**config.mk**
```make
export PLATFORM = sky130hd
export DESIGN_NAME = per_period_signal_statistics_flat
export DESIGN_NICKNAME = d
export VERILOG_FILES = /design/src/rtl/ppss_pkg.sv /design/src/rtl/ppss_in_if.sv /design/src/rtl/ppss_out_if.sv /design/src/rtl/ppss_fifo.sv /design/src/rtl/ppss_div.sv /design/src/rtl/ppss_front.sv /design/src/rtl/ppss_back.sv /design/src/rtl/per_period_signal_statistics.sv /design/src/flat_wrapper.sv
export SDC_FILE = /design/constraint.sdc
export NUM_CORES = 2
export LEC_CHECK = 0
export ABC_AREA = 1
export BUFFER_PORTS_ARGS = -buffer_cell sky130_fd_sc_hd__buf_2
export CAP_MARGIN = 30
export CORE_MARGIN = 1.5
export CORE_UTILIZATION = 28
export DETAILED_ROUTE_END_ITERATION = 8
export GPL_ROUTABILITY_DRIVEN = 0
export MAX_ROUTING_LAYER = met4
export SETUP_SLACK_MARGIN = 0.15
export SKIP_LAST_GASP = 1
export SYNTH_ARGS = -nofsm -noshare
export SYNTH_HDL_FRONTEND = slang
export SYNTH_SLANG_ARGS = --single-unit
```
**constraint.sdc**
```tcl
create_clock -name i_clk -period 31.1 [get_ports i_clk]
set_clock_uncertainty 0.05 [all_clocks]
set_input_delay 3.11 -clock i_clk [delete_from_list [all_inputs] [get_ports i_clk]]
set_output_delay 3.11 -clock i_clk [all_outputs]
set_load 0.05 [all_outputs]
```
**src/rtl/ppss_pkg.sv**
```systemverilog
`default_nettype none

package ppss_pkg;

    localparam int KIND_W    = 2;
    localparam int TICK_W    = 16;
    localparam int WCNT_W    = 16;
    localparam int BAR_W     = 8;
    localparam int REG_IDX_W = 2;

    localparam int Q_DEPTH = 4;
    localparam int Q_PTR_W = $clog2(Q_DEPTH);
    localparam int Q_LVL_W = $clog2(Q_DEPTH + 1);

    localparam logic [KIND_W-1:0] KIND_SAMPLE  = 2'd0;
    localparam logic [KIND_W-1:0] KIND_CAPTURE = 2'd1;
    localparam logic [KIND_W-1:0] KIND_TICK    = 2'd2;

    localparam logic RPT_PERIOD = 1'b0;
    localparam logic RPT_DC     = 1'b1;

    localparam logic [REG_IDX_W-1:0] REG_AC_TIMEOUT = 2'd0;
    localparam logic [REG_IDX_W-1:0] REG_FULL_SCALE = 2'd1;
    localparam logic [REG_IDX_W-1:0] REG_BAR_LENGTH = 2'd2;

    localparam int AC_TIMEOUT_RST = 200000;
    localparam int FULL_SCALE_RST = 4094;
    localparam int BAR_LENGTH_RST = 50;
    localparam int PERIOD_RST     = 95;

    // width of one queued report job
    function automatic int job_bits(input int s, input int c);
        return 2 + TICK_W + 2 * WCNT_W + 3 * c + 7 * s;
    endfunction

endpackage

`default_nettype wire

```
**src/rtl/ppss_in_if.sv**
```systemverilog
`default_nettype none

interface ppss_in_if #(
    parameter int SAMPLE_BITS = 12
) ();
    import ppss_pkg::*;

    logic                   valid;
    logic                   ready;
    logic [KIND_W-1:0]      kind;
    logic [SAMPLE_BITS-1:0] sample;
    logic [TICK_W-1:0]      capture_time;

    modport source (output valid, kind, sample, capture_time, input ready);
    modport sink (input valid, kind, sample, capture_time, output ready);
endinterface

`default_nettype wire

```
**src/rtl/ppss_out_if.sv**
```systemverilog
`default_nettype none

interface ppss_out_if #(
    parameter int SAMPLE_BITS = 12,
    parameter int COUNT_BITS  = 24
) ();
    import ppss_pkg::*;

    logic                                valid;
    logic                                ready;
    logic                                report_kind;
    logic [TICK_W-1:0]                   period_ticks;
    logic [COUNT_BITS-1:0]               sample_count;
    logic [COUNT_BITS+SAMPLE_BITS-1:0]   sample_sum;
    logic [COUNT_BITS+2*SAMPLE_BITS-1:0] square_sum;
    logic [SAMPLE_BITS-1:0]              min_sample;
    logic [SAMPLE_BITS-1:0]              max_sample;
    logic [SAMPLE_BITS-1:0]              peak_to_peak;
    logic [SAMPLE_BITS-1:0]              dc_mean;
    logic [BAR_W-1:0]                    dc_bar;
    logic                                ac_absent;

    modport source (
        output valid, report_kind, period_ticks, sample_count, sample_sum, square_sum,
               min_sample, max_sample, peak_to_peak, dc_mean, dc_bar, ac_absent,
        input  ready
    );
    modport sink (
        input  valid, report_kind, period_ticks, sample_count, sample_sum, square_sum,
               min_sample, max_sample, peak_to_peak, dc_mean, dc_bar, ac_absent,
        output ready
    );
endinterface

`default_nettype wire

```
**src/rtl/ppss_fifo.sv**
```systemverilog
`default_nettype none

module ppss_fifo #(
    parameter int W = 8
) (
    input  logic                      i_clk,
    input  logic                      i_rst_n,
    input  logic                      i_push,
    input  logic [W-1:0]              i_data,
    input  logic                      i_pop,
    output logic [W-1:0]              o_data,
    output logic                      o_empty,
    output logic [ppss_pkg::Q_LVL_W-1:0] o_level
);
    import ppss_pkg::*;

    logic [W-1:0]       r_mem [Q_DEPTH];
    logic [Q_PTR_W-1:0] r_wr_ptr;
    logic [Q_PTR_W-1:0] r_rd_ptr;
    logic [Q_LVL_W-1:0] r_level;

    always_ff @(posedge i_clk) begin
        if (!i_rst_n) begin
            r_wr_ptr <= '0;
            r_rd_ptr <= '0;
            r_level  <= '0;
        end else begin
            if (i_push) begin
                r_wr_ptr <= r_wr_ptr + 1'b1;
            end
            if (i_pop) begin
                r_rd_ptr <= r_rd_ptr + 1'b1;
            end
            if (i_push && !i_pop) begin
                r_level <= r_level + 1'b1;
            end else if (i_pop && !i_push) begin
                r_level <= r_level - 1'b1;
            end
        end
    end

    always_ff @(posedge i_clk) begin
        if (i_push) begin
            r_mem[r_wr_ptr] <= i_data;
        end
    end

    assign o_data  = r_mem[r_rd_ptr];
    assign o_empty = (r_level == '0);
    assign o_level = r_level;

`ifndef SYNTHESIS
    a_no_overflow: assert property (@(posedge i_clk) disable iff (!i_rst_n)
        i_push |-> (r_level != Q_LVL_W'(Q_DEPTH)))
        else $error("job pushed into a full queue");

    a_no_underflow: assert property (@(posedge i_clk) disable iff (!i_rst_n)
        i_pop |-> (r_level != '0))
        else $error("job popped from an empty queue");

    a_level_up: assert property (@(posedge i_clk) disable iff (!i_rst_n)
        (i_push && !i_pop) |=> (r_level == Q_LVL_W'($past(r_level) + 1'b1)))
        else $error("queue level lost a push");
`endif

endmodule

`default_nettype wire

```
**src/rtl/ppss_div.sv**
```systemverilog
`default_nettype none

module ppss_div #(
    parameter int N = 28,
    parameter int D = 16
) (
    input  logic         i_clk,
    input  logic         i_rst_n,
    input  logic         i_start,
    input  logic [N-1:0] i_dividend,
    input  logic [D-1:0] i_divisor,
    output logic         o_done,
    output logic [N-1:0] o_quo
);
    localparam int CNT_W = $clog2(N + 1);

    logic             r_busy;
    logic             r_done;
    logic [CNT_W-1:0] r_cnt;
    logic [N-1:0]     r_quo;
    logic [D-1:0]     r_rem;
    logic [D-1:0]     r_dvs;

    logic [D:0]   w_shift;
    logic [D:0]   w_diff;
    logic         w_ge;
    logic [D-1:0] w_rem_n;

    // restoring division, one quotient bit a cycle
    assign w_shift = {r_rem, r_quo[N-1]};
    assign w_ge    = (w_shift >= {1'b0, r_dvs});
    assign w_diff  = w_shift - {1'b0, r_dvs};
    assign w_rem_n = w_ge ? w_diff[D-1:0] : w_shift[D-1:0];

    always_ff @(posedge i_clk) begin
        if (!i_rst_n) begin
            r_busy <= 1'b0;
            r_done <= 1'b0;
            r_cnt  <= '0;
        end else begin
            r_done <= 1'b0;
            if (i_start) begin
                r_busy <= 1'b1;
                r_cnt  <= CNT_W'(N);
            end else if (r_busy) begin
                r_cnt <= r_cnt - 1'b1;
                if (r_cnt == CNT_W'(1)) begin
                    r_busy <= 1'b0;
                    r_done <= 1'b1;
                end
            end
        end
    end

    always_ff @(posedge i_clk) begin
        if (i_start) begin
            r_quo <= i_dividend;
            r_rem <= '0;
            r_dvs <= i_divisor;
        end else if (r_busy) begin
            r_quo <= {r_quo[N-2:0], w_ge};
            r_rem <= w_rem_n;
        end
    end

    assign o_done = r_done;
    assign o_quo  = r_quo;

endmodule

`default_nettype wire

```
**src/rtl/ppss_front.sv**
```systemverilog
`default_nettype none

module ppss_front #(
    parameter int SAMPLE_BITS = 12,
    parameter int COUNT_BITS  = 24
) (
    input  logic                          i_clk,
    input  logic                          i_rst_n,
    ppss_in_if.sink                       i_in,
    input  logic [COUNT_BITS-1:0]         i_ac_timeout,
    input  logic [ppss_pkg::Q_LVL_W-1:0]  i_q_level,
    output logic                          o_push,
    output logic [ppss_pkg::job_bits(SAMPLE_BITS, COUNT_BITS)-1:0] o_job
);
    import ppss_pkg::*;

    localparam int S      = SAMPLE_BITS;
    localparam int C      = COUNT_BITS;
    localparam int PSUM_W = C + S;
    localparam int PSQ_W  = C + 2 * S;
    localparam int WSUM_W = WCNT_W + S;

    typedef struct packed {
        logic              is_dc;
        logic [TICK_W-1:0] period_ticks;
        logic [C-1:0]      count;
        logic [PSUM_W-1:0] sum;
        logic [PSQ_W-1:0]  sq;
        logic [S-1:0]      min_s;
        logic [S-1:0]      max_s;
        logic [S-1:0]      p2p;
        logic [WSUM_W-1:0] wsum;
        logic [WCNT_W-1:0] wcount;
        logic              ac_absent;
    } t_job;

    logic              w_accept;
    logic [2*S-1:0]    w_sq;

    logic              r_s1_valid;
    logic [KIND_W-1:0] r_s1_kind;
    logic [S-1:0]      r_s1_sample;
    logic [2*S-1:0]    r_s1_sq;
    logic [TICK_W-1:0] r_s1_cap;

    logic [TICK_W-1:0] r_last_cap;
    logic [TICK_W-1:0] r_period;
    logic [C-1:0]      r_pcount;
    logic [PSUM_W-1:0] r_psum;
    logic [PSQ_W-1:0]  r_psq;
    logic [S-1:0]      r_min;
    logic [S-1:0]      r_max;
    logic [WCNT_W-1:0] r_wcount;
    logic [WSUM_W-1:0] r_wsum;

    logic              w_is_smp;
    logic              w_is_cap;
    logic              w_is_tick;
    logic [C:0]        w_cnt_add;
    logic [PSUM_W:0]   w_psum_add;
    logic [PSQ_W:0]    w_psq_add;
    logic [WSUM_W:0]   w_wsum_add;
    logic [TICK_W-1:0] n_period;
    t_job              w_job;

    // two slots kept free: one for the item in the square stage
    assign i_in.ready = (i_q_level <= Q_LVL_W'(Q_DEPTH - 2));
    assign w_accept   = i_in.valid && i_in.ready;
    assign w_sq       = i_in.sample * i_in.sample;

    always_ff @(posedge i_clk) begin
        if (!i_rst_n) begin
            r_s1_valid <= 1'b0;
        end else begin
            r_s1_valid <= w_accept;
        end
    end

    always_ff @(posedge i_clk) begin
        if (w_accept) begin
            r_s1_kind   <= i_in.kind;
            r_s1_sample <= i_in.sample;
            r_s1_sq     <= w_sq;
            r_s1_cap    <= i_in.capture_time;
        end
    end

    assign w_is_smp  = r_s1_valid && (r_s1_kind == KIND_SAMPLE);
    assign w_is_cap  = r_s1_valid && (r_s1_kind == KIND_CAPTURE);
    assign w_is_tick = r_s1_valid && (r_s1_kind == KIND_TICK);

    // saturating adds: a carry out pins the sum at all ones
    assign w_cnt_add  = {1'b0, r_pcount} + (C + 1)'(1);
    assign w_psum_add = {1'b0, r_psum} + (PSUM_W + 1)'(r_s1_sample);
    assign w_psq_add  = {1'b0, r_psq} + (PSQ_W + 1)'(r_s1_sq);
    assign w_wsum_add = {1'b0, r_wsum} + (WSUM_W + 1)'(r_s1_sample);

    // a capture that did not rise keeps the old period
    assign n_period = (r_s1_cap > r_last_cap) ? (r_s1_cap - r_last_cap) : r_period;

    always_ff @(posedge i_clk) begin
        if (!i_rst_n) begin
            r_last_cap <= '0;
            r_period   <= TICK_W'(PERIOD_RST);
            r_pcount   <= '0;
            r_psum     <= '0;
            r_psq      <= '0;
            r_min      <= '1;
            r_max      <= '0;
            r_wcount   <= '0;
            r_wsum     <= '0;
        end else if (w_is_smp) begin
            r_pcount <= w_cnt_add[C] ? r_pcount : w_cnt_add[C-1:0];
            r_psum   <= w_psum_add[PSUM_W] ? '1 : w_psum_add[PSUM_W-1:0];
            r_psq    <= w_psq_add[PSQ_W] ? '1 : w_psq_add[PSQ_W-1:0];
            if (r_s1_sample < r_min) begin
                r_min <= r_s1_sample;
            end
            if (r_s1_sample > r_max) begin
                r_max <= r_s1_sample;
            end
            // a full window count drops the sample so the mean stays true
            if (r_wcount != '1) begin
                r_wcount <= r_wcount + 1'b1;
                r_wsum   <= w_wsum_add[WSUM_W] ? '1 : w_wsum_add[WSUM_W-1:0];
            end
        end else if (w_is_cap) begin
            r_last_cap <= r_s1_cap;
            r_period   <= n_period;
            r_pcount   <= '0;
            r_psum     <= '0;
            r_psq      <= '0;
            r_min      <= '1;
            r_max      <= '0;
        end else if (w_is_tick) begin
            r_wcount <= '0;
            r_wsum   <= '0;
        end
    end

    always_comb begin
        w_job = '0;
        if (w_is_tick) begin
            w_job.is_dc     = 1'b1;
            w_job.wsum      = r_wsum;
            w_job.wcount    = r_wcount;
            w_job.ac_absent = (r_pcount > i_ac_timeout);
        end else begin
            w_job.period_ticks = n_period;
            w_job.count        = r_pcount;
            w_job.sum          = r_psum;
            w_job.sq           = r_psq;
            if (r_pcount != '0) begin
                w_job.min_s = r_min;
                w_job.max_s = r_max;
                w_job.p2p   = (r_max >= r_min) ? (r_max - r_min) : '0;
            end
        end
    end

    assign o_push = w_is_cap || w_is_tick;
    assign o_job  = w_job;

endmodule

`default_nettype wire

```
**src/rtl/ppss_back.sv**
```systemverilog
`default_nettype none

module ppss_back #(
    parameter int SAMPLE_BITS = 12,
    parameter int COUNT_BITS  = 24
) (
    input  logic                       i_clk,
    input  logic                       i_rst_n,
    input  logic [ppss_pkg::job_bits(SAMPLE_BITS, COUNT_BITS)-1:0] i_job,
    input  logic                       i_q_empty,
    output logic                       o_pop,
    input  logic [SAMPLE_BITS-1:0]     i_full_scale,
    input  logic [ppss_pkg::BAR_W-1:0] i_bar_length,
    ppss_out_if.source                 o_out
);
    import ppss_pkg::*;

    localparam int S      = SAMPLE_BITS;
    localparam int C      = COUNT_BITS;
    localparam int PSUM_W = C + S;
    localparam int PSQ_W  = C + 2 * S;
    localparam int WSUM_W = WCNT_W + S;
    localparam int DIV_W  = WSUM_W;

    typedef struct packed {
        logic              is_dc;
        logic [TICK_W-1:0] period_ticks;
        logic [C-1:0]      count;
        logic [PSUM_W-1:0] sum;
        logic [PSQ_W-1:0]  sq;
        logic [S-1:0]      min_s;
        logic [S-1:0]      max_s;
        logic [S-1:0]      p2p;
        logic [WSUM_W-1:0] wsum;
        logic [WCNT_W-1:0] wcount;
        logic              ac_absent;
    } t_job;

    typedef struct packed {
        logic              report_kind;
        logic [TICK_W-1:0] period_ticks;
        logic [C-1:0]      sample_count;
        logic [PSUM_W-1:0] sample_sum;
        logic [PSQ_W-1:0]  square_sum;
        logic [S-1:0]      min_sample;
        logic [S-1:0]      max_sample;
        logic [S-1:0]      peak_to_peak;
        logic [S-1:0]      dc_mean;
        logic [BAR_W-1:0]  dc_bar;
        logic              ac_absent;
    } t_res;

    typedef enum logic [4:0] {
        ST_IDLE = 5'b00001,
        ST_MEAN = 5'b00010,
        ST_MUL  = 5'b00100,
        ST_BAR  = 5'b01000,
        ST_DONE = 5'b10000
    } t_state;

    t_state             r_state;
    t_state             n_state;
    t_job               w_job;
    logic               w_out_free;
    logic               w_div_start;
    logic [DIV_W-1:0]   w_dividend;
    logic [WCNT_W-1:0]  w_divisor;
    logic               w_div_done;
    logic [DIV_W-1:0]   w_div_quo;
    logic               w_load_period;
    logic               w_load_dc;
    logic [S-1:0]       w_fs;
    logic [S+BAR_W-1:0] w_prod;
    logic [S-1:0]       w_mean;
    logic [BAR_W-1:0]   w_bar;
    t_res               w_res;

    logic               r_wcnt_zero;
    logic               r_ac;
    logic [S-1:0]       r_mean;
    logic [BAR_W-1:0]   r_bar;
    logic               r_out_valid;
    t_res               r_res;

    assign w_job      = t_job'(i_job);
    assign w_out_free = !r_out_valid || o_out.ready;
    assign w_fs       = (i_full_scale == '0) ? S'(1) : i_full_scale;
    assign w_prod     = r_mean * i_bar_length;

    always_comb begin
        n_state       = r_state;
        o_pop         = 1'b0;
        w_div_start   = 1'b0;
        w_dividend    = '0;
        w_divisor     = '0;
        w_load_period = 1'b0;
        w_load_dc     = 1'b0;
        unique case (r_state)
            ST_IDLE: begin
                if (!i_q_empty) begin
                    if (w_job.is_dc) begin
                        o_pop       = 1'b1;
                        w_div_start = 1'b1;
                        w_dividend  = w_job.wsum;
                        w_divisor   = w_job.wcount;
                        n_state     = ST_MEAN;
                    end else if (w_out_free) begin
                        o_pop         = 1'b1;
                        w_load_period = 1'b1;
                    end
                end
            end
            ST_MEAN: begin
                if (w_div_done) begin
                    n_state = ST_MUL;
                end
            end
            ST_MUL: begin
                w_div_start = 1'b1;
                w_dividend  = DIV_W'(w_prod);
                w_divisor   = WCNT_W'(w_fs);
                n_state     = ST_BAR;
            end
            ST_BAR: begin
                if (w_div_done) begin
                    n_state = ST_DONE;
                end
            end
            ST_DONE: begin
                if (w_out_free) begin
                    w_load_dc = 1'b1;
                    n_state   = ST_IDLE;
                end
            end
            default: n_state = ST_IDLE;
        endcase
    end

    ppss_div #(
        .N (DIV_W),
        .D (WCNT_W)
    ) u_div (
        .i_clk      (i_clk),
        .i_rst_n    (i_rst_n),
        .i_start    (w_div_start),
        .i_dividend (w_dividend),
        .i_divisor  (w_divisor),
        .o_done     (w_div_done),
        .o_quo      (w_div_quo)
    );

    // empty window gives zero, not the all-ones of a divide by zero
    assign w_mean = r_wcnt_zero ? '0 :
                    (|w_div_quo[DIV_W-1:S]) ? '1 : w_div_quo[S-1:0];
    assign w_bar  = ((|w_div_quo[DIV_W-1:BAR_W]) || (w_div_quo[BAR_W-1:0] > i_bar_length))
                    ? i_bar_length : w_div_quo[BAR_W-1:0];

    always_comb begin
        w_res = '0;
        if (w_load_dc) begin
            w_res.report_kind = RPT_DC;
            w_res.dc_mean     = r_mean;
            w_res.dc_bar      = r_bar;
            w_res.ac_absent   = r_ac;
        end else begin
            w_res.report_kind  = RPT_PERIOD;
            w_res.period_ticks = w_job.period_ticks;
            w_res.sample_count = w_job.count;
            w_res.sample_sum   = w_job.sum;
            w_res.square_sum   = w_job.sq;
            w_res.min_sample   = w_job.min_s;
            w_res.max_sample   = w_job.max_s;
            w_res.peak_to_peak = w_job.p2p;
        end
    end

    always_ff @(posedge i_clk) begin
        if (!i_rst_n) begin
            r_state     <= ST_IDLE;
            r_out_valid <= 1'b0;
        end else begin
            r_state <= n_state;
            if (w_load_period || w_load_dc) begin
                r_out_valid <= 1'b1;
            end else if (o_out.ready) begin
                r_out_valid <= 1'b0;
            end
        end
    end

    always_ff @(posedge i_clk) begin
        if (r_state == ST_IDLE && w_div_start) begin
            r_wcnt_zero <= (w_job.wcount == '0);
            r_ac        <= w_job.ac_absent;
        end
        if (r_state == ST_MEAN && w_div_done) begin
            r_mean <= w_mean;
        end
        if (r_state == ST_BAR && w_div_done) begin
            r_bar <= w_bar;
        end
        if (w_load_period || w_load_dc) begin
            r_res <= w_res;
        end
    end

    assign o_out.valid        = r_out_valid;
    assign o_out.report_kind  = r_res.report_kind;
    assign o_out.period_ticks = r_res.period_ticks;
    assign o_out.sample_count = r_res.sample_count;
    assign o_out.sample_sum   = r_res.sample_sum;
    assign o_out.square_sum   = r_res.square_sum;
    assign o_out.min_sample   = r_res.min_sample;
    assign o_out.max_sample   = r_res.max_sample;
    assign o_out.peak_to_peak = r_res.peak_to_peak;
    assign o_out.dc_mean      = r_res.dc_mean;
    assign o_out.dc_bar       = r_res.dc_bar;
    assign o_out.ac_absent    = r_res.ac_absent;

endmodule

`default_nettype wire

```
**src/rtl/per_period_signal_statistics.sv**
```systemverilog
// Per-period signal statistics for a true-RMS meter front end.
// i_in carries items: ADC samples, rising-edge timer captures and millisecond
// ticks. o_out carries reports: a period report for each capture and a DC
// report (mean, bar, AC-absent flag) for each tick. Samples give no report.
// i_cfg_we/i_cfg_idx/i_cfg_data write AC timeout (0), full scale (1) and bar
// length (2); write them only while no report is outstanding.
// Throughput: one item a cycle while two of the four queue slots are free;
// samples are accumulated at that rate behind a registered squaring stage.
// A period report passes the squaring stage and the job queue into the
// output register. A DC report needs two 28-step restoring divisions
// (SAMPLE_BITS + 16 steps each) in the report unit, which takes no other
// job until that report is loaded into the output register.
// When o_out is stalled the output register holds, jobs pile up in the queue
// and i_in.ready drops once fewer than two queue slots are free.
// Reset (synchronous, active low) clears all accumulators, the period to 95
// ticks, and restores the register defaults; no clearing pass is needed.
`default_nettype none

module per_period_signal_statistics #(
    parameter int SAMPLE_BITS = 12,
    parameter int COUNT_BITS  = 24
) (
    input  logic                           i_clk,
    input  logic                           i_rst_n,
    ppss_in_if.sink                        i_in,
    ppss_out_if.source                     o_out,
    input  logic                           i_cfg_we,
    input  logic [ppss_pkg::REG_IDX_W-1:0] i_cfg_idx,
    input  logic [COUNT_BITS-1:0]          i_cfg_data
);
    import ppss_pkg::*;

    localparam int JOB_W = job_bits(SAMPLE_BITS, COUNT_BITS);

    logic [COUNT_BITS-1:0]  r_ac_timeout;
    logic [SAMPLE_BITS-1:0] r_full_scale;
    logic [BAR_W-1:0]       r_bar_length;

    logic               w_push;
    logic [JOB_W-1:0]   w_push_job;
    logic               w_pop;
    logic [JOB_W-1:0]   w_head_job;
    logic               w_q_empty;
    logic [Q_LVL_W-1:0] w_q_level;

    always_ff @(posedge i_clk) begin
        if (!i_rst_n) begin
            r_ac_timeout <= COUNT_BITS'(AC_TIMEOUT_RST);
            r_full_scale <= SAMPLE_BITS'(FULL_SCALE_RST);
            r_bar_length <= BAR_W'(BAR_LENGTH_RST);
        end else if (i_cfg_we) begin
            unique case (i_cfg_idx)
                REG_AC_TIMEOUT: r_ac_timeout <= i_cfg_data;
                REG_FULL_SCALE: r_full_scale <= i_cfg_data[SAMPLE_BITS-1:0];
                REG_BAR_LENGTH: r_bar_length <= i_cfg_data[BAR_W-1:0];
                default: ;
            endcase
        end
    end

    ppss_front #(
        .SAMPLE_BITS (SAMPLE_BITS),
        .COUNT_BITS  (COUNT_BITS)
    ) u_front (
        .i_clk        (i_clk),
        .i_rst_n      (i_rst_n),
        .i_in         (i_in),
        .i_ac_timeout (r_ac_timeout),
        .i_q_level    (w_q_level),
        .o_push       (w_push),
        .o_job        (w_push_job)
    );

    ppss_fifo #(
        .W (JOB_W)
    ) u_fifo (
        .i_clk   (i_clk),
        .i_rst_n (i_rst_n),
        .i_push  (w_push),
        .i_data  (w_push_job),
        .i_pop   (w_pop),
        .o_data  (w_head_job),
        .o_empty (w_q_empty),
        .o_level (w_q_level)
    );

    ppss_back #(
        .SAMPLE_BITS (SAMPLE_BITS),
        .COUNT_BITS  (COUNT_BITS)
    ) u_back (
        .i_clk        (i_clk),
        .i_rst_n      (i_rst_n),
        .i_job        (w_head_job),
        .i_q_empty    (w_q_empty),
        .o_pop        (w_pop),
        .i_full_scale (r_full_scale),
        .i_bar_length (r_bar_length),
        .o_out        (o_out)
    );

endmodule

`default_nettype wire
```
**src/flat_wrapper.sv**
```systemverilog
// flat-port wrapper written by rule: the top's interface ports become plain ports
module per_period_signal_statistics_flat import ppss_pkg::*;
#(
    parameter int SAMPLE_BITS = 12,
    parameter int COUNT_BITS  = 24
)
  (i_clk, i_rst_n, i_cfg_we, i_cfg_idx, i_cfg_data, i_in_valid, i_in_kind, i_in_sample, i_in_capture_time, i_in_ready, o_out_valid, o_out_report_kind, o_out_period_ticks, o_out_sample_count, o_out_sample_sum, o_out_square_sum, o_out_min_sample, o_out_max_sample, o_out_peak_to_peak, o_out_dc_mean, o_out_dc_bar, o_out_ac_absent, o_out_ready);
  ppss_in_if #(.SAMPLE_BITS(SAMPLE_BITS)) i_in_i ();
  ppss_out_if #(.SAMPLE_BITS(SAMPLE_BITS), .COUNT_BITS(COUNT_BITS)) o_out_i ();
  input  logic i_clk;
  input  logic i_rst_n;
  input  logic i_cfg_we;
  input  logic [ppss_pkg::REG_IDX_W-1:0] i_cfg_idx;
  input  logic [COUNT_BITS-1:0] i_cfg_data;
  input wire logic [$bits(i_in_i.valid)-1:0] i_in_valid;
  input wire logic [$bits(i_in_i.kind)-1:0] i_in_kind;
  input wire logic [$bits(i_in_i.sample)-1:0] i_in_sample;
  input wire logic [$bits(i_in_i.capture_time)-1:0] i_in_capture_time;
  output wire logic [$bits(i_in_i.ready)-1:0] i_in_ready;
  output wire logic [$bits(o_out_i.valid)-1:0] o_out_valid;
  output wire logic [$bits(o_out_i.report_kind)-1:0] o_out_report_kind;
  output wire logic [$bits(o_out_i.period_ticks)-1:0] o_out_period_ticks;
  output wire logic [$bits(o_out_i.sample_count)-1:0] o_out_sample_count;
  output wire logic [$bits(o_out_i.sample_sum)-1:0] o_out_sample_sum;
  output wire logic [$bits(o_out_i.square_sum)-1:0] o_out_square_sum;
  output wire logic [$bits(o_out_i.min_sample)-1:0] o_out_min_sample;
  output wire logic [$bits(o_out_i.max_sample)-1:0] o_out_max_sample;
  output wire logic [$bits(o_out_i.peak_to_peak)-1:0] o_out_peak_to_peak;
  output wire logic [$bits(o_out_i.dc_mean)-1:0] o_out_dc_mean;
  output wire logic [$bits(o_out_i.dc_bar)-1:0] o_out_dc_bar;
  output wire logic [$bits(o_out_i.ac_absent)-1:0] o_out_ac_absent;
  input wire logic [$bits(o_out_i.ready)-1:0] o_out_ready;
  assign i_in_i.valid = i_in_valid;
  assign i_in_i.kind = i_in_kind;
  assign i_in_i.sample = i_in_sample;
  assign i_in_i.capture_time = i_in_capture_time;
  assign i_in_ready = i_in_i.ready;
  assign o_out_valid = o_out_i.valid;
  assign o_out_report_kind = o_out_i.report_kind;
  assign o_out_period_ticks = o_out_i.period_ticks;
  assign o_out_sample_count = o_out_i.sample_count;
  assign o_out_sample_sum = o_out_i.sample_sum;
  assign o_out_square_sum = o_out_i.square_sum;
  assign o_out_min_sample = o_out_i.min_sample;
  assign o_out_max_sample = o_out_i.max_sample;
  assign o_out_peak_to_peak = o_out_i.peak_to_peak;
  assign o_out_dc_mean = o_out_i.dc_mean;
  assign o_out_dc_bar = o_out_i.dc_bar;
  assign o_out_ac_absent = o_out_i.ac_absent;
  assign o_out_i.ready = o_out_ready;
  per_period_signal_statistics #(.SAMPLE_BITS(SAMPLE_BITS), .COUNT_BITS(COUNT_BITS)) u_core (.i_clk(i_clk), .i_rst_n(i_rst_n), .i_in(i_in_i), .o_out(o_out_i), .i_cfg_we(i_cfg_we), .i_cfg_idx(i_cfg_idx), .i_cfg_data(i_cfg_data));
endmodule
```
-- Yosys cells after proc, flatten, opt, wreduce, memory -nomap -nowiden
Memories as Yosys holds them, arrays and structs flattened. A register that Yosys moved wholly into a read port is not among the register bits.
Index checks and enable logic that the tools add are counted.
- memory bits (writable): 824
- input bits: 61
- latch bits: 0
- memory bits (read-only): 0
- memories kept: 1
- register bits: 591
- memories (name ; words ; width ; read ports ; clocked after Yosys merged registers in ; write ports ; line ; text):
    u_core.u_fifo.r_mem ; 4 ; 206 ; 1 ; 1 ; 1 ; ppss_fifo.sv:17 ; logic [W-1:0] r_mem [Q_DEPTH];
- shift-type cells: 0
- multiplexer cells: 74
- $lt $le $gt $ge: 8
- bitwise logic cells: 3
- div/mod/pow operators: 0
- $add $sub $neg: 13
- reductions and logical operators: 40
- eq/ne operators: 21
- multipliers: 2
- operator list (kind ; number):
    28-bit two-way mux ; 9
    160-bit two-way mux ; 1
    36-bit two-way mux ; 4
    48-bit two-way mux ; 3
    16-bit two-way mux ; 8
    12-bit two-way mux ; 9
    24-bit two-way mux ; 3
    28-bit one-hot mux with 2 select lines ; 1
    48-bit by 24-bit adder with 49-bit output ; 1
    45-bit two-way mux ; 1
    36-bit by 12-bit adder with 37-bit output ; 1
    5-bit two-way mux ; 7
    16-bit one-hot mux with 2 select lines ; 1
    16-bit subtractor ; 2
    28-bit by 12-bit adder with 29-bit output ; 1
    24-bit by 1-bit adder with 25-bit output (second input constant) ; 1
    5-bit one-hot mux with 5 select lines ; 1
    24-bit greater-than comparator ; 1
    12-bit by 12-bit multiplier with 24-bit output ; 1
    24-bit nonzero test ; 1
    12-bit by 8-bit multiplier with 20-bit output ; 1
    1-bit two-way mux ; 20
    20-bit OR reduction ; 1
    17-bit by 16-bit >= comparator with 1-bit output ; 1
    other kinds (41) ; 81

-- Longest topological paths before layout
- word-level depth: 9
- depth in mapped cells: 23
- mapped depth without buffers: 22

-- Modules after synthesis
A second synthesis with hierarchy kept.
- cell total of the unflattened synthesis: 7790
- area total of the unflattened synthesis: 72370.7 um2
- by module, submodules not included (module ; area each (um2) ; cells each ; times used):
    ppss_fifo ; 30963.4 ; 2049 ; 1
    ppss_front ; 23313.6 ; 3595 ; 1
    ppss_back ; 12415.7 ; 1394 ; 1
    ppss_div ; 3846.2 ; 503 ; 1
    per_period_signal_statistics ; 1831.8 ; 249 ; 1

-- Worst setup path after synthesis
Ideal clock, no wire load.
- path kind: input to register
- start point: input port o_out_ready
- end point: register u_core.u_back.r_res, in the netlist u_core.u_back.o_out.ac_absent (enable)
- required time: 30.072 ns
- arrival: 16.012 ns
- slack: 14.060 ns
- setup time: 0.978 ns
- stages: 4
- cell sequence: nor2_1 > inv_1 > nand2_1 > o21ai_0
- cells in the longest elaborated chain, start to end: 6
- elaborated cells between the ends (all ways): 7
- classes of those cells: 5 x mux; 2 x reduce/logical
- RTL lines (element ; line ; text):
    from (decl) ; flat_wrapper.sv:32 ; input wire logic [$bits(o_out_i.ready)-1:0] o_out_ready;
    1-bit logical OR (*) ; ppss_back.sv:86 ; assign w_out_free = !r_out_valid || o_out.ready;
    1-bit two-way mux (*) ; ppss_back.sv:107, ppss_back.sv:130 ;
    1-bit two-way mux ; ppss_back.sv:101 ; if (w_job.is_dc) begin
    1-bit two-way mux ; ppss_back.sv:100 ; if (!i_q_empty) begin
    1-bit two-way mux ; ppss_back.sv:98 ; unique case (r_state)
    1-bit logical OR (*) ; ppss_back.sv:202 ; if (w_load_period || w_load_dc) begin
    to (signal assigned) ; ppss_back.sv:203 ; r_res <= w_res;
    to (decl) ; ppss_back.sv:83 ; t_res r_res;
Mark *: on every way between the ends. The rest lies on a longest branch, timed or not.
A chain may end at the register's enable or synchronous reset.

-- Worst setup path in the final report
- start point: input port i_in_sample[2]
- end point: register u_core.u_front.r_s1_sq[20] (data pin)
- cells in the longest elaborated chain, start to end: 1
- RTL lines (element ; line ; text):
    from (decl) ; flat_wrapper.sv:17 ; input wire logic [$bits(i_in_i.sample)-1:0] i_in_sample;
    12-bit by 12-bit multiplier with 24-bit output ; ppss_front.sv:69 ; assign w_sq = i_in.sample * i_in.sample;
    net u_core.u_front.w_sq[20] ; ppss_front.sv:38 ; logic [2*S-1:0] w_sq;
    to (signal assigned) ; ppss_front.sv:83 ; r_s1_sq <= w_sq;
    to (decl) ; ppss_front.sv:43 ; logic [2*S-1:0] r_s1_sq;
The timed path passes the listed nets, and every way through them passes these cells.

==> results.json <==
{
  "hold_viol_final": 0,
  "synth.avg_cell_area_um2": 9.48,
  "crit_path_max_fanout": 14,
  "crit_family": "adder cells",
  "fmax_mhz": 136,
  "synth-compound-area-share": 0.101,
  "area_growth_pct": 14.6,
  "synthFlopType": "edfxtp_1",
  "seq_area_frac_synth": 0.557,
  "setup_violations": 0,
  "cts-resized-gates": 0,
  "fin_tns_setup_ns": 0,
  "routed_wl_um": 203000,
  "path_class": "input pin to register",
  "worstHoldPathType": "register to register",
  "ys_ff_latch": 1415,
  "num_antenna_cells": 0,
  "drc": 0,
  "vias_per_cell": 4.75,
  "synth_edf_count": 1124,
  "grt_overflow": 0,
  "synthXorXnorAreaFrac": 0.0143,
  "numCtsBuffers": 159,
  "cp_slowest_stage_delay_ns": 0.56,
  "syn_area_um2": 71100,
  "dp_hpwl_um": 137000,
  "io_pins": 245,
  "grt_pass1_wl_um": 310000,
  "power_density_nw_per_um2": 87.4,
  "fp.dieH_um": 507,
  "grt_max_degree": 145,
  "clk_latency_ns": 0.84,
  "final_cell_mix": "nand2_1 (1446), edfxtp_1 (1124), inv_1 (1105)",
  "mostFrequentLayoutCell": "nand2_1",
  "multiInputGateArea_um2": 26100,
  "yosys.area_share.simple": 0.163,
  "die_w_um": 507,
  "core_um2": 252000,
  "grt_pass1_vias": 52018,
  "synth_fa_ha_area_frac": 0.0872,
  "wl_per_cell_um": 18.2,
  "regArea_um2": 39600,
  "hold_buffers": 0,
  "worst_ep_required_time_ns": 31.56,
  "drive_gt1_frac": 0.0838,
  "maxCapViolations": 0,
  "numClockSinks": 1415,
  "cp-start-kind": "input pin",
  "path_common_cell": "inv_1",
  "drt-initial-drc-count": 4404,
  "num_rows": 184,
  "grt_setup_unrepaired": "false",
  "drv_slew": 0,
  "initial_core_util": 0.282,
  "fin_util": 0.323,
  "die_area_um2": 257000,
  "yosys_warnings": 0,
  "slew_headroom": 0.314,
  "port_buffers": 244,
  "synth_top_family_by_area": "simple AND/OR/NAND/NOR gates",
  "power_mw": 7.12,
  "cp.arrival_ns": 7.81,
  "timing.final.crit_share": 0.236,
  "async_reset_ff_frac": 0,
  "end_kind": "register",
  "vdd_drop_max_mv": 0.0698,
  "clockBufferDepth": 3,
  "post-route-min-period_ns": 7.34,
  "ant_nets": 0,
  "h-tree-depth": 4,
  "slowest_stage": "fa_1",
  "worstMarginPinSlew_ns": 1.03,
  "clkTransAtPathRegs_ns": 0.06,
  "firstDrtPassIters": 5,
  "nets": 8120,
  "crit_path_cell_trace": "buf_2 -> nand2_1 -> inv_1 -> fa_1 -> inv_1 -> fa_1 -> inv_1 -> fa_1 -> fa_1 -> inv_1 -> fa_1 -> inv_1 -> ha_1 -> nand2_1 -> o21ai_0 -> inv_1 -> nand2_1 -> a21oi_1 -> o21ai_0 -> xor2_1",
  "syn_inst": 7498,
  "cts_tree": "done",
  "cts.root.buffer_cell": "clkbuf_16",
  "crit_buf_inv": 7,
  "leakagePower_nw": 33.2,
  "grt_usage": 0.159,
  "synth_fp_nets": 7965,
  "postCtsSetupBuffers": 0,
  "muxShareOfSynthArea": 0.000158,
  "fillers": 25629,
  "num_vias": 52966,
  "status": "finished clean",
  "synth.distinct_cells": 63,
  "antenna_found_initial": 11
}
-- flip-flops by register name, indices dropped and copies added, names as in the netlist, 22 cells and up, named ones only --
signal,flops
u_core.u_back.o_out.sample_sum,36
u_core.u_front.r_psq,48
u_core.u_back.u_div.o_quo,28
u_core.u_front.r_psum,36
u_core.u_fifo.r_mem,824
u_core.u_front.r_pcount,24
u_core.r_ac_timeout,24
u_core.u_front.r_s1_sq,22
u_core.u_front.r_wsum,28
u_core.u_back.o_out.sample_count,24
u_core.u_back.o_out.square_sum,48
-- final timing paths --
path	startpoint	endpoint	slack (ns)	depth (start not counted)
setup / recovery	i_in_sample[2]	u_core.u_front.r_s1_sq[20]	23.76	20
hold / removal	u_core.u_front.r_period[11]	u_core.u_front.r_period[11]	0.40	2
setup reg to reg	register	u_core.u_back.u_div.o_quo[12]	25.32	12
hold reg to reg	u_core.u_front.r_period[11]	u_core.u_front.r_period[11]	0.40	2
-- metal layers --
layer / vias up / wire (um) / track usage
li1: 25276 / - / -
met1: 25839 / 90200 / 0.205
met2: 1566 / 96200 / 0.260
met3: 285 / 11300 / 0.0242
met4: 0 / 5150 / 0.0452
met5: - / 0 / -
-- metrics by stage --
step	area (um2)	std cells	hold WS [ns]	worst slack, ns
floorplan	71100	7498	0.376	14.06
global placement	75700	10828	0.386	22.97
detailed placement	75900	10836	0.393	22.91
CTS	81400	11136	0.404	23.74
global route	81500	11140	0.433	23.48
finish	81500	11140	0.401	23.76
-- report_power, final --
part | leakage [nW] | switching, mW | internal [mW]
logic | 17.6 | 1.88 | 0.672
clock network | 2.65 | 0.824 | 1.14
registers | 12.9 | 0.168 | 2.44
total | 33.2 | 2.87 | 4.25
-- worst min-delay path: cells and delay by family, from the launching register on --
kind / cells / cell delay (ns)
flip-flops: 1 / 0.31
AND/OR/NAND/NOR: 2 / 0.10
-- logic make-up (layout without fill, tap and decap cells) --
| family | Yosys count | after routing |
|---|---|---|
| compound gates | 1303 | 1303 |
| xor+xnor | 116 | 116 |
| fa+ha+maj | 406 | 406 |
| buf+inv | 1429 | 1723 |
| flops | 1415 | 1415 |
| mux | 1 | 1 |
| simple gates | 2828 | 2828 |
-- cell type report --
cell class,instances,area share
flip-flops and latches,1415,0.486
clock inverters,95,0.0153
repair buffers,305,0.0229
clock buffers,205,0.0524
multi-input cells,4654,0.320
well taps,3348,0.0514
inverters,1118,0.0518
-- cell usage after synthesis, types with 85 or more instances --
library cell	instances	area share
ha_1	257	0.045
xor2_1	85	0.010
nand2_1	1446	0.076
nor2_1	857	0.045
fa_1	149	0.042
clkbuf_1	235	0.012
edfxtp_1	1124	0.47
a21oi_1	345	0.024
dfxtp_1	291	0.082
o22ai_1	197	0.017
o21ai_0	623	0.044
nand3_1	286	0.020
inv_1	1109	0.059
(Power assumes the default switching activity.)
